==> src/rtl/aktt_pkg.sv <==
// Shared types, widths and operation codes of the aging key timer table.
package aktt_pkg;

    localparam int TABLE_ENTRIES_DEF = 32;
    localparam int KEY_BITS_DEF      = 32;

    localparam int OP_W       = 2;
    localparam int KEY_IN_W   = 32;
    localparam int KEY_WIDE_W = 64;
    localparam int DUR_W      = 15;
    localparam int TIMER_W    = 16;

    localparam logic [OP_W-1:0] OP_TAG   = 2'd0;
    localparam logic [OP_W-1:0] OP_QUERY = 2'd1;
    localparam logic [OP_W-1:0] OP_TICK  = 2'd2;

    typedef struct packed {
        logic [OP_W-1:0]     op;
        logic [KEY_IN_W-1:0] key;
        logic [DUR_W-1:0]    duration;
        logic                key_alive;
    } in_word_t;

    typedef struct packed {
        logic present;
        logic stored;
    } out_word_t;

endpackage

==> src/rtl/aktt_mem.sv <==
// Entry store: key and timer per slot, registered read, per-slot valid bits.
module aktt_mem #(
    parameter int TABLE_ENTRIES = aktt_pkg::TABLE_ENTRIES_DEF,
    parameter int KEY_BITS      = aktt_pkg::KEY_BITS_DEF,
    localparam int IDX_W        = $clog2(TABLE_ENTRIES),
    localparam int ENT_W        = KEY_BITS + aktt_pkg::TIMER_W
) (
    input  logic                         aclk,
    input  logic                         aresetn,
    input  logic                         rd_en,
    input  logic [IDX_W-1:0]             rd_addr,
    output logic [KEY_BITS-1:0]          rd_key,
    output logic [aktt_pkg::TIMER_W-1:0] rd_timer,
    input  logic                         wr_en,
    input  logic [IDX_W-1:0]             wr_addr,
    input  logic [KEY_BITS-1:0]          wr_key,
    input  logic [aktt_pkg::TIMER_W-1:0] wr_timer
);

    logic [ENT_W-1:0]         mem_q [TABLE_ENTRIES];
    logic [TABLE_ENTRIES-1:0] vld_reg;
    logic [ENT_W-1:0]         rd_data_reg;
    logic                     rd_vld_reg;

    always_ff @(posedge aclk) begin
        if (wr_en) begin
            mem_q[wr_addr] <= {wr_key, wr_timer};
        end
        if (rd_en) begin
            rd_data_reg <= mem_q[rd_addr];
        end
    end

    // a slot never written reads as empty
    always_ff @(posedge aclk) begin
        if (!aresetn) begin
            vld_reg    <= '0;
            rd_vld_reg <= 1'b0;
        end else begin
            if (wr_en) begin
                vld_reg[wr_addr] <= 1'b1;
            end
            if (rd_en) begin
                rd_vld_reg <= vld_reg[rd_addr];
            end
        end
    end

    assign rd_key   = rd_vld_reg ? rd_data_reg[ENT_W-1 -: KEY_BITS] : '0;
    assign rd_timer = rd_vld_reg ? rd_data_reg[aktt_pkg::TIMER_W-1:0] : '0;

endmodule

==> src/rtl/aktt_seq.sv <==
// Sequencer: walks the entry store at most once per operation, read-modify-write.
module aktt_seq #(
    parameter int TABLE_ENTRIES = aktt_pkg::TABLE_ENTRIES_DEF,
    parameter int KEY_BITS      = aktt_pkg::KEY_BITS_DEF,
    localparam int IDX_W        = $clog2(TABLE_ENTRIES)
) (
    input  logic                         aclk,
    input  logic                         aresetn,
    input  logic                         s_valid,
    output logic                         s_ready,
    input  aktt_pkg::in_word_t           s_word,
    output logic                         res_valid,
    input  logic                         res_ready,
    output aktt_pkg::out_word_t          res_word,
    output logic                         rd_en,
    output logic [IDX_W-1:0]             rd_addr,
    input  logic [KEY_BITS-1:0]          rd_key,
    input  logic [aktt_pkg::TIMER_W-1:0] rd_timer,
    output logic                         wr_en,
    output logic [IDX_W-1:0]             wr_addr,
    output logic [KEY_BITS-1:0]          wr_key,
    output logic [aktt_pkg::TIMER_W-1:0] wr_timer
);

    localparam logic [1:0] ST_IDLE   = 2'd0;
    localparam logic [1:0] ST_SCAN   = 2'd1;
    localparam logic [1:0] ST_FINISH = 2'd2;

    localparam logic [IDX_W-1:0] LAST_IDX = IDX_W'(TABLE_ENTRIES - 1);

    logic [1:0]                   state_reg, state_next;
    logic [aktt_pkg::OP_W-1:0]    op_reg, op_next;
    logic [KEY_BITS-1:0]          key_reg, key_next;
    logic [aktt_pkg::DUR_W-1:0]   dur_reg, dur_next;
    logic [IDX_W-1:0]             idx_reg, idx_next;
    logic [IDX_W-1:0]             free_idx_reg, free_idx_next;
    logic                         free_found_reg, free_found_next;
    logic                         present_reg, present_next;
    logic                         stored_reg, stored_next;

    logic [aktt_pkg::KEY_WIDE_W-1:0] key_wide;
    logic [KEY_BITS-1:0]             key_m;
    logic                            last;
    logic                            trivial;
    logic [aktt_pkg::TIMER_W-1:0]    dur_ext;

    assign key_wide = aktt_pkg::KEY_WIDE_W'(s_word.key);
    assign key_m    = key_wide[KEY_BITS-1:0];
    assign last     = (idx_reg == LAST_IDX);
    assign dur_ext  = aktt_pkg::TIMER_W'(dur_reg);

    // ops that finish without touching the table
    always_comb begin
        case (s_word.op)
            aktt_pkg::OP_TAG:   trivial = (key_m == '0) || !s_word.key_alive;
            aktt_pkg::OP_QUERY: trivial = (key_m == '0);
            aktt_pkg::OP_TICK:  trivial = 1'b0;
            default:            trivial = 1'b1;
        endcase
    end

    always_comb begin
        state_next      = state_reg;
        op_next         = op_reg;
        key_next        = key_reg;
        dur_next        = dur_reg;
        idx_next        = idx_reg;
        free_idx_next   = free_idx_reg;
        free_found_next = free_found_reg;
        present_next    = present_reg;
        stored_next     = stored_reg;
        s_ready         = 1'b0;
        res_valid       = 1'b0;
        rd_en           = 1'b0;
        rd_addr         = idx_reg + 1'b1;
        wr_en           = 1'b0;
        wr_addr         = idx_reg;
        wr_key          = rd_key;
        wr_timer        = rd_timer;

        case (state_reg)
            ST_IDLE: begin
                s_ready = 1'b1;
                if (s_valid) begin
                    op_next         = s_word.op;
                    key_next        = key_m;
                    dur_next        = s_word.duration;
                    idx_next        = '0;
                    free_found_next = 1'b0;
                    present_next    = 1'b0;
                    stored_next     = 1'b0;
                    if (trivial) begin
                        state_next = ST_FINISH;
                    end else begin
                        rd_en      = 1'b1;
                        rd_addr    = '0;
                        state_next = ST_SCAN;
                    end
                end
            end
            ST_SCAN: begin
                rd_en    = !last;
                idx_next = idx_reg + 1'b1;
                if (last) begin
                    state_next = ST_FINISH;
                end
                case (op_reg)
                    aktt_pkg::OP_TICK: begin
                        if (rd_key != '0) begin
                            wr_en = 1'b1;
                            if (rd_timer <= aktt_pkg::TIMER_W'(1)) begin
                                wr_key   = '0;
                                wr_timer = '0;
                            end else begin
                                wr_timer = rd_timer - 1'b1;
                            end
                        end
                    end
                    aktt_pkg::OP_QUERY: begin
                        if (rd_key == key_reg && rd_timer != '0) begin
                            present_next = 1'b1;
                            state_next   = ST_FINISH;
                        end
                    end
                    aktt_pkg::OP_TAG: begin
                        if (rd_key == key_reg) begin
                            stored_next = 1'b1;
                            state_next  = ST_FINISH;
                            if (dur_ext > rd_timer) begin
                                wr_en    = 1'b1;
                                wr_timer = dur_ext;
                            end
                        end else begin
                            if (rd_key == '0 && !free_found_reg) begin
                                free_found_next = 1'b1;
                                free_idx_next   = idx_reg;
                            end
                            // no match anywhere: insert at lowest empty slot
                            if (last && (free_found_reg || rd_key == '0)) begin
                                wr_en       = 1'b1;
                                wr_addr     = free_found_reg ? free_idx_reg : idx_reg;
                                wr_key      = key_reg;
                                wr_timer    = dur_ext;
                                stored_next = 1'b1;
                            end
                        end
                    end
                    default: begin
                        state_next = ST_FINISH;
                    end
                endcase
            end
            ST_FINISH: begin
                res_valid = 1'b1;
                if (res_ready) begin
                    state_next = ST_IDLE;
                end
            end
            default: begin
                state_next = ST_IDLE;
            end
        endcase
    end

    assign res_word.present = present_reg;
    assign res_word.stored  = stored_reg;

    always_ff @(posedge aclk) begin
        if (!aresetn) begin
            state_reg <= ST_IDLE;
        end else begin
            state_reg <= state_next;
        end
    end

    always_ff @(posedge aclk) begin
        op_reg         <= op_next;
        key_reg        <= key_next;
        dur_reg        <= dur_next;
        idx_reg        <= idx_next;
        free_idx_reg   <= free_idx_next;
        free_found_reg <= free_found_next;
        present_reg    <= present_next;
        stored_reg     <= stored_next;
    end

    a_no_rw_same_entry: assert property (@(posedge aclk) disable iff (!aresetn)
        (rd_en && wr_en) |-> (rd_addr != wr_addr))
        else $error("read and write hit the same entry");

    a_one_flag: assert property (@(posedge aclk) disable iff (!aresetn)
        res_valid |-> !(res_word.present && res_word.stored))
        else $error("present and stored both set");

    a_present_only_query: assert property (@(posedge aclk) disable iff (!aresetn)
        (res_valid && op_reg != aktt_pkg::OP_QUERY) |-> !res_word.present)
        else $error("present set for a non-query word");

    a_stored_only_tag: assert property (@(posedge aclk) disable iff (!aresetn)
        (res_valid && op_reg != aktt_pkg::OP_TAG) |-> !res_word.stored)
        else $error("stored set for a non-tag word");

    a_one_in_flight: assert property (@(posedge aclk) disable iff (!aresetn)
        (s_valid && s_ready) |=> !s_ready)
        else $error("second word taken while one is in flight");

endmodule

==> src/rtl/aging_key_timer_table.sv <==
// Top level of the aging key timer table: sequencer, entry store, output register.
//
// Usage:
//   s_valid/s_ready/s_word carry one operation word: tag (op 0), query (op 1)
//   or tick (op 2). Every accepted word gives exactly one result word on
//   m_valid/m_ready/m_word (present for a query, stored for a tag).
//   Words that need no table access (tag of key 0 or of a dead key, query of
//   key 0, op 3) skip the table walk and go straight to the result. A query
//   or tag ends early on a hit; a tick, a tag that inserts or is dropped and
//   a missed query walk all TABLE_ENTRIES slots.
//   Throughput: one operation at a time; the sequencer reads one slot, and
//   writes it back if needed, per cycle. The result sits in an output
//   register, so the next word is accepted while an earlier result still
//   waits on m_ready; a stalled receiver only holds up the sequencer when a
//   second result is ready to hand over.
//   Reset (aresetn low, synchronous) empties the table at once through
//   per-slot valid bits; no clearing pass is needed.
module aging_key_timer_table #(
    parameter int TABLE_ENTRIES = aktt_pkg::TABLE_ENTRIES_DEF,
    parameter int KEY_BITS      = aktt_pkg::KEY_BITS_DEF,
    localparam int IDX_W        = $clog2(TABLE_ENTRIES)
) (
    input  logic                aclk,
    input  logic                aresetn,
    input  logic                s_valid,
    output logic                s_ready,
    input  aktt_pkg::in_word_t  s_word,
    output logic                m_valid,
    input  logic                m_ready,
    output aktt_pkg::out_word_t m_word
);

    // sequencer <-> entry store
    logic                         rd_en;
    logic [IDX_W-1:0]             rd_addr;
    logic [KEY_BITS-1:0]          rd_key;
    logic [aktt_pkg::TIMER_W-1:0] rd_timer;
    logic                         wr_en;
    logic [IDX_W-1:0]             wr_addr;
    logic [KEY_BITS-1:0]          wr_key;
    logic [aktt_pkg::TIMER_W-1:0] wr_timer;

    // sequencer -> output register
    logic                res_valid;
    logic                res_ready;
    aktt_pkg::out_word_t res_word;

    logic                m_valid_reg, m_valid_next;
    aktt_pkg::out_word_t m_word_reg, m_word_next;

    aktt_seq #(
        .TABLE_ENTRIES(TABLE_ENTRIES),
        .KEY_BITS     (KEY_BITS)
    ) u_seq (
        .aclk     (aclk),
        .aresetn  (aresetn),
        .s_valid  (s_valid),
        .s_ready  (s_ready),
        .s_word   (s_word),
        .res_valid(res_valid),
        .res_ready(res_ready),
        .res_word (res_word),
        .rd_en    (rd_en),
        .rd_addr  (rd_addr),
        .rd_key   (rd_key),
        .rd_timer (rd_timer),
        .wr_en    (wr_en),
        .wr_addr  (wr_addr),
        .wr_key   (wr_key),
        .wr_timer (wr_timer)
    );

    aktt_mem #(
        .TABLE_ENTRIES(TABLE_ENTRIES),
        .KEY_BITS     (KEY_BITS)
    ) u_mem (
        .aclk    (aclk),
        .aresetn (aresetn),
        .rd_en   (rd_en),
        .rd_addr (rd_addr),
        .rd_key  (rd_key),
        .rd_timer(rd_timer),
        .wr_en   (wr_en),
        .wr_addr (wr_addr),
        .wr_key  (wr_key),
        .wr_timer(wr_timer)
    );

    // output register takes a new result when empty or being drained
    assign res_ready = !m_valid_reg || m_ready;

    always_comb begin
        m_valid_next = m_valid_reg;
        m_word_next  = m_word_reg;
        if (res_ready) begin
            m_valid_next = res_valid;
            if (res_valid) begin
                m_word_next = res_word;
            end
        end
    end

    always_ff @(posedge aclk) begin
        if (!aresetn) begin
            m_valid_reg <= 1'b0;
        end else begin
            m_valid_reg <= m_valid_next;
        end
    end

    always_ff @(posedge aclk) begin
        m_word_reg <= m_word_next;
    end

    assign m_valid = m_valid_reg;
    assign m_word  = m_word_reg;

    a_no_result_lost: assert property (@(posedge aclk) disable iff (!aresetn)
        (m_valid && !m_ready && res_valid) |=> res_valid)
        else $error("finished result dropped while output is stalled");

    a_result_loads: assert property (@(posedge aclk) disable iff (!aresetn)
        (res_valid && res_ready) |=> (m_valid && m_word == $past(res_word)))
        else $error("output register missed a finished result");

    a_busy_while_result: assert property (@(posedge aclk) disable iff (!aresetn)
        res_valid |-> !s_ready)
        else $error("input accepted while a result is unsent");

endmodule

==> config.mk <==
export PLATFORM = sky130hd
export DESIGN_NAME = aging_key_timer_table
export DESIGN_NICKNAME = d
export VERILOG_FILES = /design/src/rtl/aktt_pkg.sv /design/src/rtl/aktt_mem.sv /design/src/rtl/aktt_seq.sv /design/src/rtl/aging_key_timer_table.sv
export SDC_FILE = /design/constraint.sdc
export NUM_CORES = 2
export LEC_CHECK = 0
export BUFFER_PORTS_ARGS = -buffer_cell sky130_fd_sc_hd__buf_2
export CAP_MARGIN = 20
export CORE_UTILIZATION = 62
export CTS_BUF_LIST = sky130_fd_sc_hd__clkbuf_16
export CTS_CLUSTER_DIAMETER = 40
export CTS_CLUSTER_SIZE = 24
export DETAILED_ROUTE_END_ITERATION = 10
export HOLD_SLACK_MARGIN = 0.15
export PLACE_DENSITY = 0.88
export SYNTH_ARGS = -nofsm -noshare
export SYNTH_HDL_FRONTEND = slang
export SYNTH_SLANG_ARGS = --single-unit
==> constraint.sdc <==
create_clock -name aclk -period 9.8 [get_ports aclk]
set_input_delay 0.49 -clock aclk [delete_from_list [all_inputs] [get_ports aclk]]
set_output_delay 0.49 -clock aclk [all_outputs]
set_load 0.1 [all_outputs]
# Word level (Yosys, flattened, before mapping)
# Memories as Yosys holds them, arrays and structs flattened. A register that Yosys moved wholly into a read port is not among the register bits.
# Cells that the tools add are included.
# totals
reg_bits,100
ramBits,1536
input_bits,54
output_inout_bits,4
word_cells,130
memories,1
# mem_list
name,words,width,read_ports,rd_clocked_by_memory_dff,write_ports,line_no,text
u_mem.mem_q,32,48,1,1,1,aktt_mem.sv:20,logic [ENT_W-1:0] mem_q [TABLE_ENTRIES];
# classes
add_sub_neg,2
magnitude_cmp,5
eq_ne,16
mux,63
bitwise_logic,2
reduce_logical,27
# ops
op,count
$mux 32,6
$mux 16,7
$logic_not 32->1,2
$pmux 32 s2,1
$mux 5,9
$eq 32x32->1,1
$or 32x32->32,1
$pmux 16 s2,1
$reduce_bool 32->1,1
$mux 1,22
$gt 15x16->1,1
$le 16x1->1 const B,1
$reduce_bool 16->1,1
$sub 16x1->16 const B,1
$lt 5x6->1 const B,2
$mux 2,6
$pmux 2 s3,2
$reduce_and 4->1,3
$pmux 1 s2,5
$pmux 5 s2,1
$ne 2x2->1 const B,4
$reduce_and 2->1,4
$eq 2x1->1 const B,3
$eq 2x2->1 const B,3
other kinds (15),27

# Logic depth before layout (Yosys ltp)
# logic_depth
word_depth,13
mapped_depth,17
mapped_depth_nobuf,11

# Hierarchy
# A second synthesis with hierarchy kept.
# unflattened
cells_unflattened,2849
area_unflattened_um2,65595.4
# modules_own_cells
mod,n_inst,cells_each,area_per_inst_um2,seq_area_each_um2
aktt_mem,1,2437,61184.9,48226.3
aktt_seq,1,405,4292.9,1901.8
aging_key_timer_table,1,7,117.6,80.1

# Worst setup path before layout
# Ideal clock, no wire load.
# synth_path
kind,register to register
startpoint,register u_mem.rd_vld_reg
endpoint,"memory u_mem.mem_q[10][0] in the netlist's numbering, enable pin"
setup_time_ps,513
arrival_ps,6525
t_required_ps,9287
path_slack_ps,2762
path_stages_with_launch,18
path_buffers,7
period_less_slack_ps,7038
cell_sequence,dfxtp_1 buf_2 buf_2 clkbuf_1 clkbuf_1 buf_1 nand2_1 ha_1 nand2_1 o21ai_0 a221oi_1 or2_2 a22oi_1 mux2_2 o21ai_1 buf_2 buf_2 nor3_1
# synth_via
elab_chain_len,10
elab_cells_between_ends,20
classes_between,order compare (1); eq/ne (1); mux (14); reduce/logical (4)
# synth_lines
item,line_no,text
"start, declared",aktt_mem.sv:23,logic rd_vld_reg;
"start signal, assigned",aktt_mem.sv:44,rd_vld_reg <= vld_reg[rd_addr];
"parallel branches: the longest is 10 deep, another holds $gt 15x16->1",n/a,
"end, declared",aktt_mem.sv:20,
# Several ways; the timed one is not identified.

# Worst setup path in the final report
# layout_path
startpoint,input port s_word[41] in the netlist's numbering
endpoint,register u_mem.rd_data_reg[24] (read register of u_mem.mem_q) (data pin)
# layout_via
elab_chain_len,6
elab_cells_between_ends,9
classes_between,mux (7); reduce/logical (2)
# layout_lines
item,line_no,text
"start, declared",aging_key_timer_table.sv:27,"input aktt_pkg::in_word_t s_word,"
$logic_not 32->1 (*),"aktt_seq.sv:55, aktt_seq.sv:56",
$logic_or 1x1->1,aktt_seq.sv:55,aktt_pkg::OP_TAG: trivial = (key_m == '0) || !s_word.key_alive;
$pmux 1 s3 (*),aktt_seq.sv:54,case (s_word.op)
$mux 1 / $mux 5 (equally long branches),aktt_seq.sv:92,if (trivial) begin
$mux 1 / $mux 5 (equally long branches),aktt_seq.sv:84,if (s_valid) begin
$pmux 1 s2 / $mux 5 (equally long branches),aktt_seq.sv:81,case (state_reg)
"end, declared",aktt_mem.sv:22,logic [ENT_W-1:0] rd_data_reg;
# Every way passes the cells marked *; elsewhere a longest branch is shown, timed or not.
# A chain may end at the register's enable or synchronous reset.

==> summary.md <==
| Metric | Value |
|---|---|
| Outcome | finished, final reports clean |
| Sum of buffers and inverters on the critical path | 4 |
| Full die area | 0.112 sq mm |
| Gpl congestion | 0.882 |
| Post-route clock period utilization | roughly three fifths |
| RSZ-0062 raised after global routing | false |
| Register area share after synthesis | approximately 73% |
| Number of enable flip-flop cells after synthesis | between 1500 and 2000 |
| CP required | 10.33 ns |
| Min Tclk post-route | 5.84 ns |
| Fmax | 171 MHz |
| Chip height | 335 um |
| Startpoint types | input port |
| Final-report hold violation count | 0 |
| Setup violations, final | 0 |
| Worst-case reg-to-reg path depth | 13 |
| Initial antenna violation count | 1 |
| Initial Util | roughly 63% |
| Max-cap viol count | 0 |
| Commonest non-fill, non-tap cell in the layout | edfxtp_1 |
| Total global routing overflow | 0 |
| Leak | between 20 and 30 nW |
| TritonCTS clock tree | yes |
| Syn Area/Cell | 14.2 sq um |
| Final WL | 205000 um |
| Worst Hold Class | input port to flip-flop |
| Fill count | 6243 |
| Number of port buffers | 57 |
| Synth unique cells | 79 |
| Detail Route Antenna Nets | 0 |
| Peak supply drop | 0.204 mV |
| Critical Path, Cell by Cell | dlygate4sd3_1 > buf_2 > nor4_1 > and4_1 > nand3_1 > a21oi_4 > buf_4 > buf_12 > o211a_1 > o311ai_0 > a221oi_1 > nor3_1 |
| WP depth | 12 |
| Post-synth ARST share | 0% |
| # rows | 121 |
| Worst Setup End Kind | flip-flop |
| #FFs+latches synth | ~1700 |
| Num CTS Buffers | 160 |
| Layout cells sized above 1 | 11.8% |
| Number of H-tree levels | 4 |
| CTS clk-pin slew, worst paths | roughly 0.07 ns |
| Final Skew | 0.0484 ns |
| Clk buf depth | 3 |
| Core area | 0.109 sq mm |
| Worst EP arrival | 6.37 ns |
| Dpl hpwl | 103000 um |
| Most frequent cells in the layout | 1648 x edfxtp_1, 824 x nand2_1, 207 x nand3_1, 175 x o211ai_1, 170 x o21ai_0 |
| Worst hold path depth | 3 |
| Multi-input logic area | 0.0170 sq mm |
| Overall routing resource usage | 35.8% |
| Area delta synth->final | 12.3% |
| Register Area | 0.0502 sq mm |
| Final WS setup | 3.96 ns |
| Slowest stage delay, CP | 0.79 ns |
| Largest net degree at the start of global routing | 171 |
| Vias | 48100 |
| First-pass GRT wire length | 296000 um |
| First-pass DRT Iterations | 10 |
| Root Buffer Master | clkbuf_16 |
| Mapped Nets | 4914 |
| Post-Syn Instances | between 4000 and 5000 |
| CP top delay family | simple AND/OR/NAND/NOR gates |
| Crit path max-delay cell type | nor4_1 |
| Largest fanout on the critical path | 135 |
| Setup TNS | 0 ns |
| Post-synth top flop | edfxtp_1 |
| Worst slew pin tran | around 1.2 ns |
| CTS sink cnt | roughly 1700 |
| DR WL/cell | around 32 um |
| Diode count | 0 |
| Pwr Density | approximately 240 mW/mm^2 |
| Vias in the first global route | ~47000 |
| Ys Warns | 0 |
| Boundary Pins | 58 |
| Die width | 335 um |
| Worst slew margin relative to its limit | 16.5% |
| Final Max Slew Viols | 0 |
| Post-place setup slack | ~4.2 ns |
| DR iter-0 viols | 9657 |
| Vias per cell | 7.42 |
| Post_cts resized | 0 |
| Nets | 4944 |
| Synthesized area | 0.0687 sq mm |
| Max FFs per register | 1536 |
| Setup CP Type | input port to flip-flop |
| Clk_lat worst skew | 0.82 ns |
| Post-route DRC violation count | 0 |
-- cells in the mapped netlist, types with 5 or more instances --
| cell | instances | area share (%) |
|---|---|---|
| a31oi_1 | 107 | 0.97 |
| o2111ai_1 | 44 | 0.56 |
| and2_1 | 16 | 0.15 |
| clkbuf_1 | 268 | 1.5 |
| o311ai_0 | 42 | 0.54 |
| a21oi_1 | 84 | 0.61 |
| a32o_1 | 8 | 0.12 |
| buf_2 | 57 | 0.42 |
| nor3b_1 | 8 | 0.087 |
| o21ai_0 | 172 | 1.3 |
| o211a_1 | 43 | 0.63 |
| nor3_1 | 96 | 0.70 |
| mux2_2 | 52 | 0.85 |
| nor2_1 | 86 | 0.47 |
| o21a_1 | 14 | 0.15 |
| a22o_1 | 32 | 0.41 |
| dfxtp_1 | 36 | 1.0 |
| buf_6 | 5 | 0.082 |
| buf_1 | 21 | 0.11 |
| inv_1 | 101 | 0.55 |
| nand4b_1 | 15 | 0.19 |
| o41ai_1 | 33 | 0.42 |
| a211oi_1 | 11 | 0.12 |
| nand2_1 | 827 | 4.5 |
| nor4_1 | 19 | 0.17 |
| a221oi_1 | 84 | 1.1 |
| o22ai_1 | 32 | 0.29 |
| nand3_1 | 207 | 1.5 |
| o211ai_1 | 175 | 1.9 |
| xor2_1 | 15 | 0.19 |
| nor2b_1 | 9 | 0.082 |
| edfxtp_1 | 1648 | 72 |
| mux2i_1 | 150 | 2.2 |
| nand3b_1 | 58 | 0.63 |
| mux4_2 | 9 | 0.30 |
| o32ai_1 | 42 | 0.54 |
| nand2b_1 | 12 | 0.11 |
| and4_1 | 5 | 0.064 |
| a41oi_1 | 7 | 0.089 |
| ha_1 | 19 | 0.35 |
| and4b_1 | 7 | 0.10 |
| and3_1 | 46 | 0.42 |
| a311o_1 | 9 | 0.13 |
| a311oi_1 | 41 | 0.52 |
-- per-stage QoR --
| stage | power (mW) | hold slack, ns | std cells | util, % | cell area, sq um |
|---|---|---|---|---|---|
| after floorplan | 10.3 | 0.400 | 4841 | - | 68700 |
| after global placement | 11.2 | 0.404 | 6119 | 64.6 | 70600 |
| after detailed placement | 11.3 | 0.418 | 6123 | 64.6 | 70700 |
| after CTS | 17.9 | 0.238 | 6471 | 70.4 | 76900 |
| after global routing | 18.5 | 0.287 | 6482 | 70.6 | 77100 |
| final | 18.1 | 0.261 | 6482 | 70.6 | 77100 |
-- final cells by class --
cell class              instances  share of cell area [%]
flip-flops and latches       1684                    65.1
inverters                     102                   0.496
multi-input cells            2702                    22.1
clock buffers                 164                    5.32
well taps                    1476                    2.39
repair buffers                221                    2.50
clock inverters               133                    2.11
-- timing repair --
item                                   4_1_cts  5_1_grt
setup buffers                                0        0
setup endpoints to repair                    0        0
hold buffers                                51        0
endpoints found under the hold margin       51        0
-- path summary, 6_finish.rpt --
| path | endpoint | startpoint | slack [ns] |
|---|---|---|---|
| max | u_mem.rd_data_reg[24]$_DFFE_PP_ | s_word[41] | 3.96 |
| min | u_mem.vld_reg[31]$_SDFFE_PN0P_ | aresetn | 0.26 |
| max reg2reg | u_mem.mem_q[1][27]$_DFFE_PP_ | u_mem.rd_vld_reg$_SDFFE_PN0P_ | 4.09 |
| min reg2reg | m_word[0]$_DFFE_PP_ | u_seq.stored_reg$_DFFE_PP_ | 0.42 |
-- worst register-to-register path, cell delays in order (launching register included) --
cell and delay (ns):
dfxtp_2 1.00, buf_4 0.53, nand2_1 0.32, ha_1 0.38
nand2_1 0.05, o21ai_0 0.17, a221oi_1 0.12, or2_2 0.28
a22oi_1 0.19, mux2_2 0.53, o21ai_4 0.07, buf_4 0.38
nor3_2 0.34, buf_4 0.91
-- routing by layer --
layer / share of wire [%] / up-vias / wire, um / track usage [%]
li1: - / 18900 / - / -
met1: 32 / 22700 / 64400 / 45.5
met2: 45 / 5292 / 91500 / 54.1
met3: 17 / 1173 / 34300 / 11.4
met4: 7.0 / 2 / 14400 / 21.9
met5: 0.0064 / - / 13 / 0
-- power by group --
group	switching [mW]	total, mW	leakage, nW	internal (mW)
Sequential	0.199	8.40	15.6	8.20
Clock	3.07	6.71	2.82	3.64
Combinational	2.20	3.03	7.55	0.832
Total	5.47	18.1	26.0	12.7
-- cells by family after synthesis --
| logic type | synth area share [%] |
|---|---|
| fa+ha+maj | 0.346 |
| flops | 73.1 |
| mux | 3.33 |
| buf+inv | 2.66 |
| xor+xnor | 0.217 |
| compound gates | 10.8 |
| simple gates | 9.53 |
Note: power is estimated with default switching activity, not from simulation.
